===== src/rtl/bounded_shift_list_deque_unit_defines.svh =====
// Assertion macros used by the deque top level.
`ifndef BOUNDED_SHIFT_LIST_DEQUE_UNIT_DEFINES_SVH
`define BOUNDED_SHIFT_LIST_DEQUE_UNIT_DEFINES_SVH

// Same-cycle implication, checked outside reset.
`define BSLD_ASSERT_NOW(lbl, ante, cons, msg) \
	lbl: assert property (@(posedge clk) disable iff (!arst_n) (ante) |-> (cons)) \
		else $error(msg);

// Next-cycle implication, checked outside reset.
`define BSLD_ASSERT_NEXT(lbl, ante, cons, msg) \
	lbl: assert property (@(posedge clk) disable iff (!arst_n) (ante) |=> (cons)) \
		else $error(msg);

`endif


===== src/rtl/bsld_pkg.sv =====
// Shared types and codes for the bounded shift-list deque.
package bsld_pkg;

	// Width of the cell select index; covers the largest supported capacity.
	localparam int IDX_W = 10;

	typedef enum logic [2:0] {
		ACT_INS_HEAD = 3'd0,
		ACT_INS_TAIL = 3'd1,
		ACT_RM_HEAD  = 3'd2,
		ACT_RM_TAIL  = 3'd3,
		ACT_RD_HEAD  = 3'd4,
		ACT_RD_TAIL  = 3'd5,
		ACT_RD_INDEX = 3'd6
	} action_t;

	typedef enum logic [1:0] {
		ST_OK    = 2'd0,
		ST_FULL  = 2'd1,
		ST_EMPTY = 2'd2,
		ST_RANGE = 2'd3
	} status_t;

	// Operation broadcast to every cell at once.
	typedef enum logic [2:0] {
		CELL_HOLD = 3'd0,
		CELL_SHR  = 3'd1,
		CELL_SHL  = 3'd2,
		CELL_PUT  = 3'd3,
		CELL_RD   = 3'd4
	} cell_op_t;

	typedef struct packed {
		cell_op_t         op;
		logic [IDX_W-1:0] tgt;
	} cell_cmd_t;

	typedef enum logic {
		S_IDLE = 1'b0,
		S_READ = 1'b1
	} fsm_state_t;

endpackage


===== src/rtl/bsld_cell.sv =====
// One storage cell of the deque chain with its read-forwarding register.
module bsld_cell import bsld_pkg::*; #(
	parameter int ELEM_WIDTH = 32,
	parameter int INDEX      = 0
) (
	input  logic                  clk,
	input  cell_cmd_t             cmd,
	input  logic [ELEM_WIDTH-1:0] word,
	input  logic [ELEM_WIDTH-1:0] prev_elem,
	input  logic [ELEM_WIDTH-1:0] next_elem,
	input  logic [ELEM_WIDTH-1:0] next_rd,
	output logic [ELEM_WIDTH-1:0] elem,
	output logic [ELEM_WIDTH-1:0] rd
);

	logic [ELEM_WIDTH-1:0] elem_q;
	logic [ELEM_WIDTH-1:0] rd_q;
	logic                  hit;

	// This cell is the one addressed by the command.
	assign hit = (cmd.tgt == IDX_W'(INDEX));

	// Element storage: shift with the neighbors or take a new word.
	always_ff @(posedge clk) begin
		case (cmd.op)
			CELL_SHR: elem_q <= prev_elem;
			CELL_SHL: elem_q <= next_elem;
			CELL_PUT: begin
				if (hit) begin
					elem_q <= word;
				end
			end
			default: ;
		endcase
	end

	// Read path: the addressed cell injects its element, others pass it toward the head.
	always_ff @(posedge clk) begin
		if (cmd.op == CELL_RD) begin
			rd_q <= hit ? elem_q : next_rd;
		end
	end

	assign elem = elem_q;
	assign rd   = rd_q;

endmodule


===== config.mk =====
export PLATFORM = sky130hd
export DESIGN_NAME = bsld_cell
export DESIGN_NICKNAME = d
export VERILOG_FILES = /design/src/rtl/bounded_shift_list_deque_unit_defines.svh /design/src/rtl/bsld_pkg.sv /design/src/rtl/bsld_cell.sv
export SDC_FILE = /design/constraint.sdc
export NUM_CORES = 1
export LEC_CHECK = 0
export BUFFER_PORTS_ARGS = -buffer_cell sky130_fd_sc_hd__clkbuf_2
export CORE_MARGIN = 1
export CORE_UTILIZATION = 42
export CTS_BUF_LIST = sky130_fd_sc_hd__clkbuf_16
export DETAILED_ROUTE_END_ITERATION = 8
export GPL_TIMING_DRIVEN = 0
export HOLD_SLACK_MARGIN = 0.1
export PLACE_DENSITY = 0.8
export SLEW_MARGIN = 20
export SYNTH_ARGS = -nofsm -noshare
export SYNTH_HDL_FRONTEND = slang
export SYNTH_SLANG_ARGS = --single-unit

===== constraint.sdc =====
create_clock -name clk -period 5.1 [get_ports clk]
set_clock_uncertainty 0.2 [all_clocks]
set_input_delay 0.255 -clock clk [delete_from_list [all_inputs] [get_ports clk]]
set_output_delay 0.255 -clock clk [all_outputs]
set_load 0.02 [all_outputs]

==> reports/qor.txt <==
Worst-Skew Late Latency -> 320 ps
clock slew seen by the registers of the worst setup and hold paths -> 50 ps
status -> completed
multi-input logic area -> 1140 um^2
DR vias/cell -> 5.00
final antenna diode count -> 0
Worst Setup Path Type -> in2reg
CTS tree -> yes
Root Driver -> clkbuf_16
Synth async-reset ratio -> 0%
R2R cell count -> 1
drt total wl -> 10.2 mm
syn nets -> 356
crit-path max FO -> 17
Post-Syn Instances -> 214
Clock Tree Buf Depth -> 2
#FFs+latches synth -> 64
std cell rows -> 31
hold depth -> 3
nets -> 649
final setup vio count -> 0
synth cell count leaders -> edfxtp_1 (64), mux2i_1 (32), nand2_1 (32), o21ai_0 (32), mux2_4 (29)
Rel. slew slack -> 53.9%
DRC -> 0
crit path time final -> 2250 ps
Yosys top cell by area -> edfxtp_1
CTS H-tree depth -> 3
routed vias -> 3,056
number of synthesized flops with an enable pin -> 64
Post-Syn Area -> 3130 um^2
layout overhead on the synthesized area -> 73.6%
Stages on worst setup path -> 6
Crit path max-delay family -> simple AND/OR/NAND/NOR gates
Power Dens Cells -> 299 nW/um^2
Starting DRT DRC Count -> 77
Reg area -> 1920 um^2
Routability Congestion -> 0.768
Die Y -> 88.3 um
share of cells above drive strength 1 -> 52.0%
CP required -> 4930 ps
CP endpoint kind -> flop
CP Cell Sequence -> clkbuf_2 > nor4_1 > nand3_2 > buf_6 > a31oi_4 > buf_16
Inserted Clock Buffers -> 9
Tot Pwr -> 0.00162 W
CP peak stage delay -> 600 ps
ys flop type -> edfxtp_1
core area -> 7210 um^2
clk sinks -> 64
CP max-delay cell -> a31oi_4
max-slew violations -> 0
Synth top area share -> 61.5%
Arr. time, crit path -> 2070 ps
setup slack, reg-to-reg -> 3920 ps
chip width -> 88.3 um
half-perimeter wire length after placement -> 6.39 mm
worst r2r src -> elem[16]
Tot GR Track Use -> 26.3%
DRT Pass-1 Iters -> 5
grt met2 use -> 49.0%
Hold WC Path Type -> in2reg
Tcrit/Tclk final -> 44.0%
count leader, synth -> edfxtp_1
leakage -> 2.62 nW
setup tns final -> 0 ps
Yosys cell types -> 16
Routed Antenna Nets -> 0
Hold Crit Start -> next_elem[19]
VDD IR-drop max -> 0.000173 V
CP Launch Type -> input pin
sequential area share after synthesis -> 61.5%
vias in the first global route -> 3,145
worst-margin pin slew -> 692 ps
largest net degree at the start of global routing -> 18
antenna violations before repair -> 0
die footprint -> 7790 um^2
# IOs -> 206
GR Util met1 -> 26.6%
Area contributors post-synth -> edfxtp_1 (61%), mux2_4 (14%), mux2i_1 (10%)
f_max -> 445 MHz
Avg Cell Area, Syn -> 14.6 um^2
Most Crowded Layer GR -> met2
grt total ovfl -> 0
met3 Use GR -> 6.72%
RSZ-0062 raised after global routing -> false
Starting Density -> 43.3%
Routed WL per cell -> 16.7 um
PortBufs -> 204
fill count -> 484
Fin. Hold Viols -> 0
Buf/Inv on CP -> 3
number of max-cap violations -> 0
crit path from -> cmd[5]
first-pass GRT wire length -> 14.9 mm
YS warnings -> 0
routing by layer:
layer | routed length [um] | vias to the layer above
met1 | 3660 | 1448
met5 | 0 | -
met4 | 328 | 0
met3 | 777 | 32
met2 | 5430 | 183
li1 | - | 1393
cell type report:
cell class / instances / share of cell area (%)
Sequential cell: 64 / 35.4
Timing Repair Buffer: 282 / 33.4
Multi-Input combinational cell: 136 / 21.1
Clock buffer: 9 / 4.15
Tap cell: 99 / 2.28
Clock inverter: 7 / 2.21
Buffer: 14 / 1.48
registers in the layout, indices dropped and copies added (netlist names):
signal,flops
elem,32
rd,32
through the flow:
step | area [um^2] | utilization (%) | worst slack [ps] | instances | hold WS, ps
after floorplan | 3130 | - | 1380 | 214 | 242
after global placement | 4270 | 59.2 | 99.8 | 517 | 331
after detailed placement | 4340 | 60.2 | 2500 | 521 | 335
after CTS | 5430 | 75.2 | 2830 | 611 | 100
after global routing | 5430 | 75.2 | 2650 | 611 | 115
final | 5430 | 75.2 | 2850 | 611 | 112
kinds of logic after synthesis:
kind of cell,synth area share [%]
multiplexers,25.3
flip-flops,61.5
AO/OA/AOI/OAI,5.56
buffers and inverters,2.56
AND/OR/NAND/NOR,5.12
repair_timing:
item | CTS | global route
endpoints found under the setup margin | 0 | 0
hold endpoints to repair | 64 | 0
gates resized for setup | 0 | 0
setup buffers | 0 | 0
hold buffers | 74 | 0
placed cells by master, fill, tap and decap left out:
cell and count:
clkbuf_2 204, buf_4 3, o21bai_1 1, dlygate4sd3_1 74
clkinv_4 2, mux2_4 29, edfxtp_1 64, buf_2 4
nor2_1 1, buf_16 1, mux2_2 3, nor4_1 2
clkbuf_1 7, nand2_1 32, clkbuf_16 9, o21ai_0 32
bufinv_16 3, nor3b_2 1, clkinvlp_4 1, mux2i_1 32
nand2b_1 1, a31oi_4 1, buf_6 3, clkinv_2 1
nand3_2 1
final timing paths:
kind	end
hold / removal	elem[19]
setup reg to reg	rd[16]
hold reg to reg	rd[15]
setup / recovery	elem[1]
power by group:
| group | internal [W] | total (W) | switching [W] | leakage, nW |
|---|---|---|---|---|
| combinational | 0.000143 | 0.000280 | 0.000137 | 1.87 |
| sequential | 0.000625 | 0.000643 | 0.0000178 | 0.592 |
| clock | 0.000478 | 0.000699 | 0.000222 | 0.166 |
(Power assumes the default switching activity.)
