--- config.mk ---
export PLATFORM = sky130hd
export DESIGN_NAME = bsld_ctrl
export DESIGN_NICKNAME = d
export VERILOG_FILES = /design/src/rtl/bounded_shift_list_deque_unit_defines.svh /design/src/rtl/bsld_pkg.sv /design/src/rtl/bsld_ctrl.sv
export SDC_FILE = /design/constraint.sdc
export NUM_CORES = 1
export LEC_CHECK = 0
export ABC_AREA = 1
export ABC_CLOCK_PERIOD_IN_PS = 2850
export BUFFER_PORTS_ARGS = -buffer_cell sky130_fd_sc_hd__buf_4
export CORE_MARGIN = 2
export CORE_UTILIZATION = 54
export CTS_CLUSTER_DIAMETER = 40
export CTS_CLUSTER_SIZE = 10
export DETAILED_ROUTE_END_ITERATION = 10
export PLACE_DENSITY = 0.92
export SKIP_CTS_REPAIR_TIMING = 1
export SLEW_MARGIN = 15
export SYNTH_ARGS = -nofsm -noshare
export SYNTH_HDL_FRONTEND = slang
export SYNTH_SLANG_ARGS = --single-unit
--- constraint.sdc ---
create_clock -name clk -period 2.85 [get_ports clk]
set_input_delay 0.57 -clock clk [delete_from_list [all_inputs] [get_ports clk]]
set_output_delay 0.57 -clock clk [all_outputs]
set_load 0.005 [all_outputs]
--- src/rtl/bounded_shift_list_deque_unit_defines.svh ---
// Assertion macros used by the deque top level.
`ifndef BOUNDED_SHIFT_LIST_DEQUE_UNIT_DEFINES_SVH
`define BOUNDED_SHIFT_LIST_DEQUE_UNIT_DEFINES_SVH

// Same-cycle implication, checked outside reset.
`define BSLD_ASSERT_NOW(lbl, ante, cons, msg) \
	lbl: assert property (@(posedge clk) disable iff (!arst_n) (ante) |-> (cons)) \
		else $error(msg);

// Next-cycle implication, checked outside reset.
`define BSLD_ASSERT_NEXT(lbl, ante, cons, msg) \
	lbl: assert property (@(posedge clk) disable iff (!arst_n) (ante) |=> (cons)) \
		else $error(msg);

`endif

--- src/rtl/bsld_pkg.sv ---
// Shared types and codes for the bounded shift-list deque.
package bsld_pkg;

	// Width of the cell select index; covers the largest supported capacity.
	localparam int IDX_W = 10;

	typedef enum logic [2:0] {
		ACT_INS_HEAD = 3'd0,
		ACT_INS_TAIL = 3'd1,
		ACT_RM_HEAD  = 3'd2,
		ACT_RM_TAIL  = 3'd3,
		ACT_RD_HEAD  = 3'd4,
		ACT_RD_TAIL  = 3'd5,
		ACT_RD_INDEX = 3'd6
	} action_t;

	typedef enum logic [1:0] {
		ST_OK    = 2'd0,
		ST_FULL  = 2'd1,
		ST_EMPTY = 2'd2,
		ST_RANGE = 2'd3
	} status_t;

	// Operation broadcast to every cell at once.
	typedef enum logic [2:0] {
		CELL_HOLD = 3'd0,
		CELL_SHR  = 3'd1,
		CELL_SHL  = 3'd2,
		CELL_PUT  = 3'd3,
		CELL_RD   = 3'd4
	} cell_op_t;

	typedef struct packed {
		cell_op_t         op;
		logic [IDX_W-1:0] tgt;
	} cell_cmd_t;

	typedef enum logic {
		S_IDLE = 1'b0,
		S_READ = 1'b1
	} fsm_state_t;

endpackage

--- src/rtl/bsld_ctrl.sv ---
// Sequencer of the deque: decodes actions, tracks the fill level and holds the result beat.
module bsld_ctrl import bsld_pkg::*; #(
	parameter int CAPACITY   = 256,
	parameter int ELEM_WIDTH = 32
) (
	input  logic                  clk,
	input  logic                  arst_n,
	input  logic                  in_valid,
	output logic                  in_ready,
	input  logic [2:0]            action,
	input  logic [7:0]            position,
	input  logic [ELEM_WIDTH-1:0] head_rd,
	output cell_cmd_t             cmd,
	output logic                  out_valid,
	input  logic                  out_ready,
	output logic [31:0]           elem_out,
	output logic [8:0]            count,
	output logic [1:0]            status
);

	localparam int FW = $clog2(CAPACITY + 1);

	fsm_state_t       state_q, state_d;
	logic [FW-1:0]    fill_q, fill_d;
	logic [IDX_W-1:0] tgt_q, cnt_q;
	logic             out_valid_q;
	logic [31:0]      elem_out_q;
	logic [8:0]       count_q;
	status_t          status_q, status_d;
	action_t          act;
	cell_op_t         dec_op;
	logic [IDX_W-1:0] dec_tgt;
	logic             rd_go;
	logic             accept;
	logic             full, empty;
	logic             read_done;
	logic             load_out;

	assign act       = action_t'(action);
	assign full      = (fill_q == FW'(CAPACITY));
	assign empty     = (fill_q == '0);
	assign accept    = in_valid && in_ready;
	assign read_done = (state_q == S_READ) && (cnt_q == '0);
	assign load_out  = (accept && !rd_go) || read_done;

	// Action decode against the current fill level.
	always_comb begin
		fill_d   = fill_q;
		status_d = ST_OK;
		dec_op   = CELL_HOLD;
		dec_tgt  = '0;
		rd_go    = 1'b0;
		case (act)
			ACT_INS_HEAD: begin
				if (full) begin
					status_d = ST_FULL;
				end else begin
					fill_d = fill_q + 1'b1;
					dec_op = CELL_SHR;
				end
			end
			ACT_INS_TAIL: begin
				if (full) begin
					status_d = ST_FULL;
				end else begin
					fill_d  = fill_q + 1'b1;
					dec_op  = CELL_PUT;
					dec_tgt = IDX_W'(fill_q);
				end
			end
			ACT_RM_HEAD: begin
				if (empty) begin
					status_d = ST_EMPTY;
				end else begin
					fill_d = fill_q - 1'b1;
					dec_op = CELL_SHL;
				end
			end
			ACT_RM_TAIL: begin
				if (empty) begin
					status_d = ST_EMPTY;
				end else begin
					fill_d = fill_q - 1'b1;
				end
			end
			ACT_RD_HEAD: begin
				if (empty) begin
					status_d = ST_EMPTY;
				end else begin
					rd_go  = 1'b1;
					dec_op = CELL_RD;
				end
			end
			ACT_RD_TAIL: begin
				if (empty) begin
					status_d = ST_EMPTY;
				end else begin
					rd_go   = 1'b1;
					dec_op  = CELL_RD;
					dec_tgt = IDX_W'(fill_q - 1'b1);
				end
			end
			ACT_RD_INDEX: begin
				if (32'(position) >= 32'(fill_q)) begin
					status_d = ST_RANGE;
				end else begin
					rd_go   = 1'b1;
					dec_op  = CELL_RD;
					dec_tgt = IDX_W'(position);
				end
			end
			default: ;
		endcase
	end

	// Next state.
	always_comb begin
		state_d = state_q;
		case (state_q)
			S_IDLE: begin
				if (accept && rd_go) begin
					state_d = S_READ;
				end
			end
			S_READ: begin
				if (cnt_q == '0) begin
					state_d = S_IDLE;
				end
			end
			default: state_d = S_IDLE;
		endcase
	end

	// State outputs: input handshake and the command broadcast to the cells.
	always_comb begin
		in_ready = 1'b0;
		cmd.op   = CELL_HOLD;
		cmd.tgt  = tgt_q;
		case (state_q)
			S_IDLE: begin
				in_ready = !out_valid_q || out_ready;
				cmd.op   = accept ? dec_op : CELL_HOLD;
				cmd.tgt  = dec_tgt;
			end
			S_READ: begin
				cmd.op  = (cnt_q == '0) ? CELL_HOLD : CELL_RD;
				cmd.tgt = tgt_q;
			end
			default: ;
		endcase
	end

	// Control registers.
	always_ff @(posedge clk or negedge arst_n) begin
		if (!arst_n) begin
			state_q     <= S_IDLE;
			fill_q      <= '0;
			out_valid_q <= 1'b0;
		end else begin
			state_q <= state_d;
			if (accept) begin
				fill_q <= fill_d;
			end
			if (load_out) begin
				out_valid_q <= 1'b1;
			end else if (out_ready) begin
				out_valid_q <= 1'b0;
			end
		end
	end

	// Read walk and result beat payload.
	always_ff @(posedge clk) begin
		if (accept) begin
			tgt_q      <= dec_tgt;
			cnt_q      <= dec_tgt;
			count_q    <= 9'(fill_d);
			status_q   <= status_d;
			elem_out_q <= '0;
		end else if (state_q == S_READ) begin
			if (cnt_q != '0) begin
				cnt_q <= cnt_q - 1'b1;
			end else begin
				elem_out_q <= 32'(head_rd);
			end
		end
	end

	assign out_valid = out_valid_q;
	assign elem_out  = elem_out_q;
	assign count     = count_q;
	assign status    = status_q;

endmodule

==> results of run 1 <==
[cell type report]
cell class	count	area (sq um)
multi-input combinational	361	2020
tap	102	128
sequential	74	1860
inverter	78	308
timing repair buffer	127	961
clock buffer	9	124
fill	591	2230
clock inverter	7	58.8
[final timing paths]
kind                                      startpoint                         to  slack (ps)
max                            fill_q[3]$_DFFE_PN0P_                     cmd[7]          30
min                                           arst_n      fill_q[1]$_DFFE_PN0P_          40
max reg2reg                       cnt_q[0]$_DFFE_PP_  elem_out[24]$_SDFFE_PP0P_         850
min reg2reg                elem_out[30]$_SDFFE_PP0P_  elem_out[30]$_SDFFE_PP0P_         440
max in group asynchronous                     arst_n      fill_q[7]$_DFFE_PN0P_        2620
min in group clk           elem_out[30]$_SDFFE_PP0P_  elem_out[30]$_SDFFE_PP0P_         440
[layer usage]
layer / vias up / track usage / part of all wire
met5: - / 0 / 0
met3: 50 / 0.0513 / 0.098
li1: 2002 / - / -
met4: 0 / 0.105 / 0.029
met1: 1968 / 0.333 / 0.39
met2: 274 / 0.432 / 0.48
[Yosys cell counts]
cell / count
a21oi_1: 39
a21oi_4: 1
a22oi_1: 1
a31oi_1: 1
buf_2: 3
buf_4: 3
buf_6: 7
buf_8: 1
clkbuf_1: 7
clkinv_2: 1
dfrtp_1: 11
dfxtp_1: 32
edfxtp_1: 31
ha_1: 17
inv_1: 67
inv_2: 9
inv_4: 1
nand2_1: 130
nand2_2: 6
nand2_4: 3
nand3_1: 32
nand3_2: 5
nand3_4: 1
nand4_1: 19
nor2_1: 22
nor2_2: 2
nor2_4: 1
nor2_8: 1
nor3_1: 3
nor3_2: 1
nor3_4: 2
nor4_1: 2
o211ai_1: 3
o21ai_0: 52
o21ai_1: 5
o21ai_2: 1
or2_2: 1
xnor2_1: 1
xor2_1: 8
[sequential cells by signal, indices dropped and copies added, names as in the netlist]
register and cells:
tgt_q 10, out_valid 1, state_q 1, elem_out 32, status 2, fill_q 9, cnt_q 10, count 9
[where the power goes]
| part | switching, mW | internal (mW) | total (mW) |
|---|---|---|---|
| Sequential | 0.297 | 1.64 | 1.93 |
| Combinational | 1.62 | 1.24 | 2.86 |
| Clock | 0.446 | 0.332 | 0.779 |
[cell families (layout without fill, tap and decap cells)]
group,count (synthesis),count (layout),synth area share
and+or+nand+nor,231,231,0.261
AOI/OAI and AO/OA,103,104,0.128
buffers and inverters,99,221,0.107
xor gates and xnor gates,9,9,0.0186
adders and majority gates,17,17,0.0501
DFF,74,74,0.435
[metrics by stage]
step / cell area, sq um / utilization / TNS (ps)
after global placement: 5070 / 0.659 / 0
after CTS: 5250 / 0.683 / -979
after global routing: 5460 / 0.710 / -245
final: 5460 / 0.710 / 0
after detailed placement: 5070 / 0.659 / 0
after floorplan: 4240 / - / 0
[critical path: stages, from the launching register on]
cell     delay [ps]
dfrtp_2         450
buf_4           160
nor2_1          230
nand2_1         140
o21ai_0         270
nand3_1         130
nor2_1          120
nor2_1           70
nand2_2          80
nand2_1          60
nand2_1          70
buf_4           100
==> summary.txt, run 1 <==
Floorplan
  – Std-Cell Rows: 32
  – Top Ports: 105
  – Core area: 0.00769 sq mm
  – Die Span Y: 92.6 um
  – Die Wd: 92.6 um
  – Die area: 0.00858 sq mm
  – Starting Density: 0.552

Finish
  – Fraction of layout cells with a size suffix above 1: 0.302
  – Nets: 715
  – Synthesis-to-layout area growth: 28.6%
  – Non-filler instance count after layout: 758
  – Most frequent cells in the layout: nand2_1 (125), buf_4 (125), inv_1 (67), o21ai_0 (52), a21oi_1 (38)
  – Antenna fix cells: 0

Setup path
  – WP data arrival: 2250 ps
  – Critical Path Sink Type: output port
  – CP Class: register to output port
  – Critical Path Fanout Max: 4
  – Path depth of the worst reg2reg path: 8
  – Critical Path RT: 2280 ps
  – Startpoint types: register

Clocking
  – H-tree levels: 3
  – Clock sink count: 74
  – Skew-Pair Late Insertion Delay: 360 ps
  – CTS root buffer: clkbuf_8
  – Clock buffer depth: 2
  – CTS tree: done
  – Number of CTS-inserted buffers: 9
  – Clk pin slew, worst setup/hold paths: 90 ps

Global routing
  – First-pass GRT wire length: 17.7 mm
  – Total congestion overflow: 0
  – Largest net degree at the start of global routing: 66
  – Initial antenna violation count: 0
  – Total GRT Usage: 0.260
  – Vias in the first global route: 3737

Timing
  – Least-Margin Pin Slew: 594 ps
  – Final worst slack: 31.5 ps
  – Setup Skew: 11.0 ps
  – Max-slew headroom: 0.602
  – Period utilization: 0.989
  – Worst hold slack: 36.0 ps
  – Hold Vio Cnt, Final: 0
  – Final setup viols: 0
  – Fin. max-slew vios: 0
  – Max Freq: 0.355 GHz
  – Tmin final: 2820 ps

Yosys
  – Avg Cell Area, Syn: 7.96 sq um
  – Synth top area share: 0.219
  – Post-Synthesis Cells: 533
  – Warnings from Yosys: 0
  – Area leader, netlist: edfxtp_1
  – Post-synthesis register bit count: 74
  – Post-synthesis sequential area ratio: 0.435
  – Yosys cell types: 39
  – Synth top area cells: edfxtp_1 (22%), dfxtp_1 (15%), nand2_1 (12%)
  – Post-synth net total: 597
  – Syn Std Cell Area: 0.00424 sq mm

Pwr
  – VDD IR-drop max: 0.513 mV
  – Total power: 5.57 mW
  – Power Dens Cells: 1020 mW/mm^2
  – Leak: 2.58 nW

Detailed routing
  – Routed wire length: 11.9 mm
  – Vias/cell: 5.66
  – Final ANT Viol Nets: 0
  – Routed WL per cell: 15.7 um
  – Initial DRC count: 348
  – DR pass1 iterations: 6
  – Vias: 4294
  – DRC Markers: 0

Placed design
  – Pre-CTS setup slack: 215 ps
  – GP Congestion: 0.959
  – DP HPWL: 8.21 mm
  – Port Buffers: 104
  – Placed Cells: 728

Run status
  – Outcome: finished, final reports clean

Job
  – Max Cap Violations: 0

Min path
  – Hold crit path type: input port to async pin
Power figures use the tool's default switching activity.
==> run 2: changes to the inputs <==
- CAP_MARGIN: not set -> 0
- MAX_ROUTING_LAYER: not set -> met4
==> summary.txt, run 2 (synthesis results as in run 1) <==
Run status
  – Outcome: finished, final reports clean

Setup path
  – Startpoint types: register
  – WP data arrival: 2170 ps
  – Crit. Startpoint: fill_q[0]$_DFFE_PN0P_
  – CP Class: register to output port
  – Critical Path Sink Type: output port
  – Critical Path RT: 2280 ps
  – Path depth of the worst reg2reg path: 6
  – Critical Path Fanout Max: 4
  – Reg-to-reg startpoint: state_q$_DFF_PN0_

Clocking
  – H-tree levels: 3
  – Clk pin slew, worst setup/hold paths: 90 ps
  – Clock buffer depth: 2
  – Skew-Pair Late Insertion Delay: 360 ps
  – Number of CTS-inserted buffers: 9
  – Clock sink count: 74
  – CTS tree: done
  – CTS root buffer: clkbuf_8

Timing
  – Fin. max-slew vios: 0
  – Period utilization: 0.961
  – Worst hold slack: 37.1 ps
  – Setup Skew: 9.05 ps
  – Max Freq: 0.365 GHz
  – Final worst slack: 111 ps
  – Final setup viols: 0
  – Fin Setup TNS: 0 ps
  – Tmin final: 2740 ps
  – Hold Vio Cnt, Final: 0
  – Max-slew headroom: 0.593
  – Least-Margin Pin Slew: 607 ps

Min path
  – Hold crit path type: input port to async pin

Floorplan
  – Std-Cell Rows: 32
  – Starting Density: 0.552
  – Core area: 0.00769 sq mm
  – Die Span Y: 92.6 um
  – Die area: 0.00858 sq mm
  – Die Wd: 92.6 um
  – Top Ports: 105

Global routing
  – First-pass GRT wire length: 17.4 mm
  – Vias in the first global route: 3679
  – Initial antenna violation count: 0
  – Total GRT Usage: 0.262
  – Largest net degree at the start of global routing: 66
  – Total congestion overflow: 0

Finish
  – Synthesis-to-layout area growth: 29.1%
  – Fraction of layout cells with a size suffix above 1: 0.303
  – Commonest non-fill, non-tap cell in the layout: buf_4
  – Antenna fix cells: 0
  – Max FFs per register: 32
  – Fillers: 601
  – Nets: 720
  – Finished Cell Area: 0.00548 sq mm
  – Non-filler instance count after layout: 763
  – Most frequent cells in the layout: buf_4 (132), nand2_1 (127), inv_1 (67), o21ai_0 (52), a21oi_1 (39)

Detailed routing
  – Final ANT Viol Nets: 0
  – Vias: 4104
  – Initial DRC count: 328
  – Routed wire length: 11.4 mm
  – Routed WL per cell: 14.9 um
  – Met2 wire len: 5.49 mm
  – DR pass1 iterations: 5
  – Met1 WL: 4.52 mm
  – DR top layer: met4
  – DRC Markers: 0
  – DR WL met3: 1.09 mm
  – Vias/cell: 5.38

Pwr
  – VDD IR-drop max: 0.589 mV
  – Power Dens Cells: 1010 mW/mm^2
  – Leak: 2.61 nW

Placed design
  – DP HPWL: 8.07 mm
  – Placed Cells: 728
  – Pre-CTS setup slack: 198 ps
  – Placed inst area: 0.00507 sq mm
  – GP Congestion: 0.950
  – Port Buffers: 104

Job
  – Max Cap Violations: 0
[run 2: changes by cell type in the layout (fill, tap and decap cells not counted), sizes merged]
cell | before | now
inv | 83 | 82
clkinv | 2 | 3
buf | 127 | 132
[run 2: per-stage QoR]
stage,power (mW),util
finish,5.53,0.713
CTS,5.24,0.683
detailed placement,4.45,0.659
floorplan,3.44,-
global placement,4.33,0.659
global route,5.92,0.713
[run 2: cell type report]
class	count	area, sq um	share of cell area
Clock inverter	7	58.8	0.0107
Tap cell	102	128	0.0233
Multi-Input combinational cell	361	2010	0.367
Sequential cell	74	1860	0.339
Clock buffer	9	124	0.0226
Inverter	78	310	0.0566
Timing Repair Buffer	132	991	0.181
[run 2: report_power, final]
group / internal, mW / switching (mW)
Clock: 0.332 / 0.445
Combinational: 1.25 / 1.58
Sequential: 1.64 / 0.289
[run 2: worst paths after layout]
check                           slack [ps]                        end
worst max register to register         860         cnt_q[1]$_DFFE_PP_
worst min register to register         450  elem_out[17]$_SDFFE_PP0P_
min in group clk                       450  elem_out[17]$_SDFFE_PP0P_
worst min-delay path                    40      fill_q[7]$_DFFE_PN0P_
max in group asynchronous             2640      fill_q[1]$_DFFE_PN0P_
worst max-delay path                   110                     cmd[0]
[run 2: metal layers]
layer | vias to the layer above | track usage
met2 | 223 | 0.443
met5 | - | -
met4 | 0 | 0.0907
met3 | 27 | 0.0504
met1 | 1844 | 0.317
li1 | 2010 | -
[run 2: critical path, cell delays in order (launching register included)]
cell and delay [ps]:
dfrtp_2 430, inv_1 80, ha_1 140, inv_1 60, nor2_4 160, nand3_2 110
ha_1 210, a22oi_2 220, nand2_1 130, nand2_1 90, nand2_1 60, buf_4 130
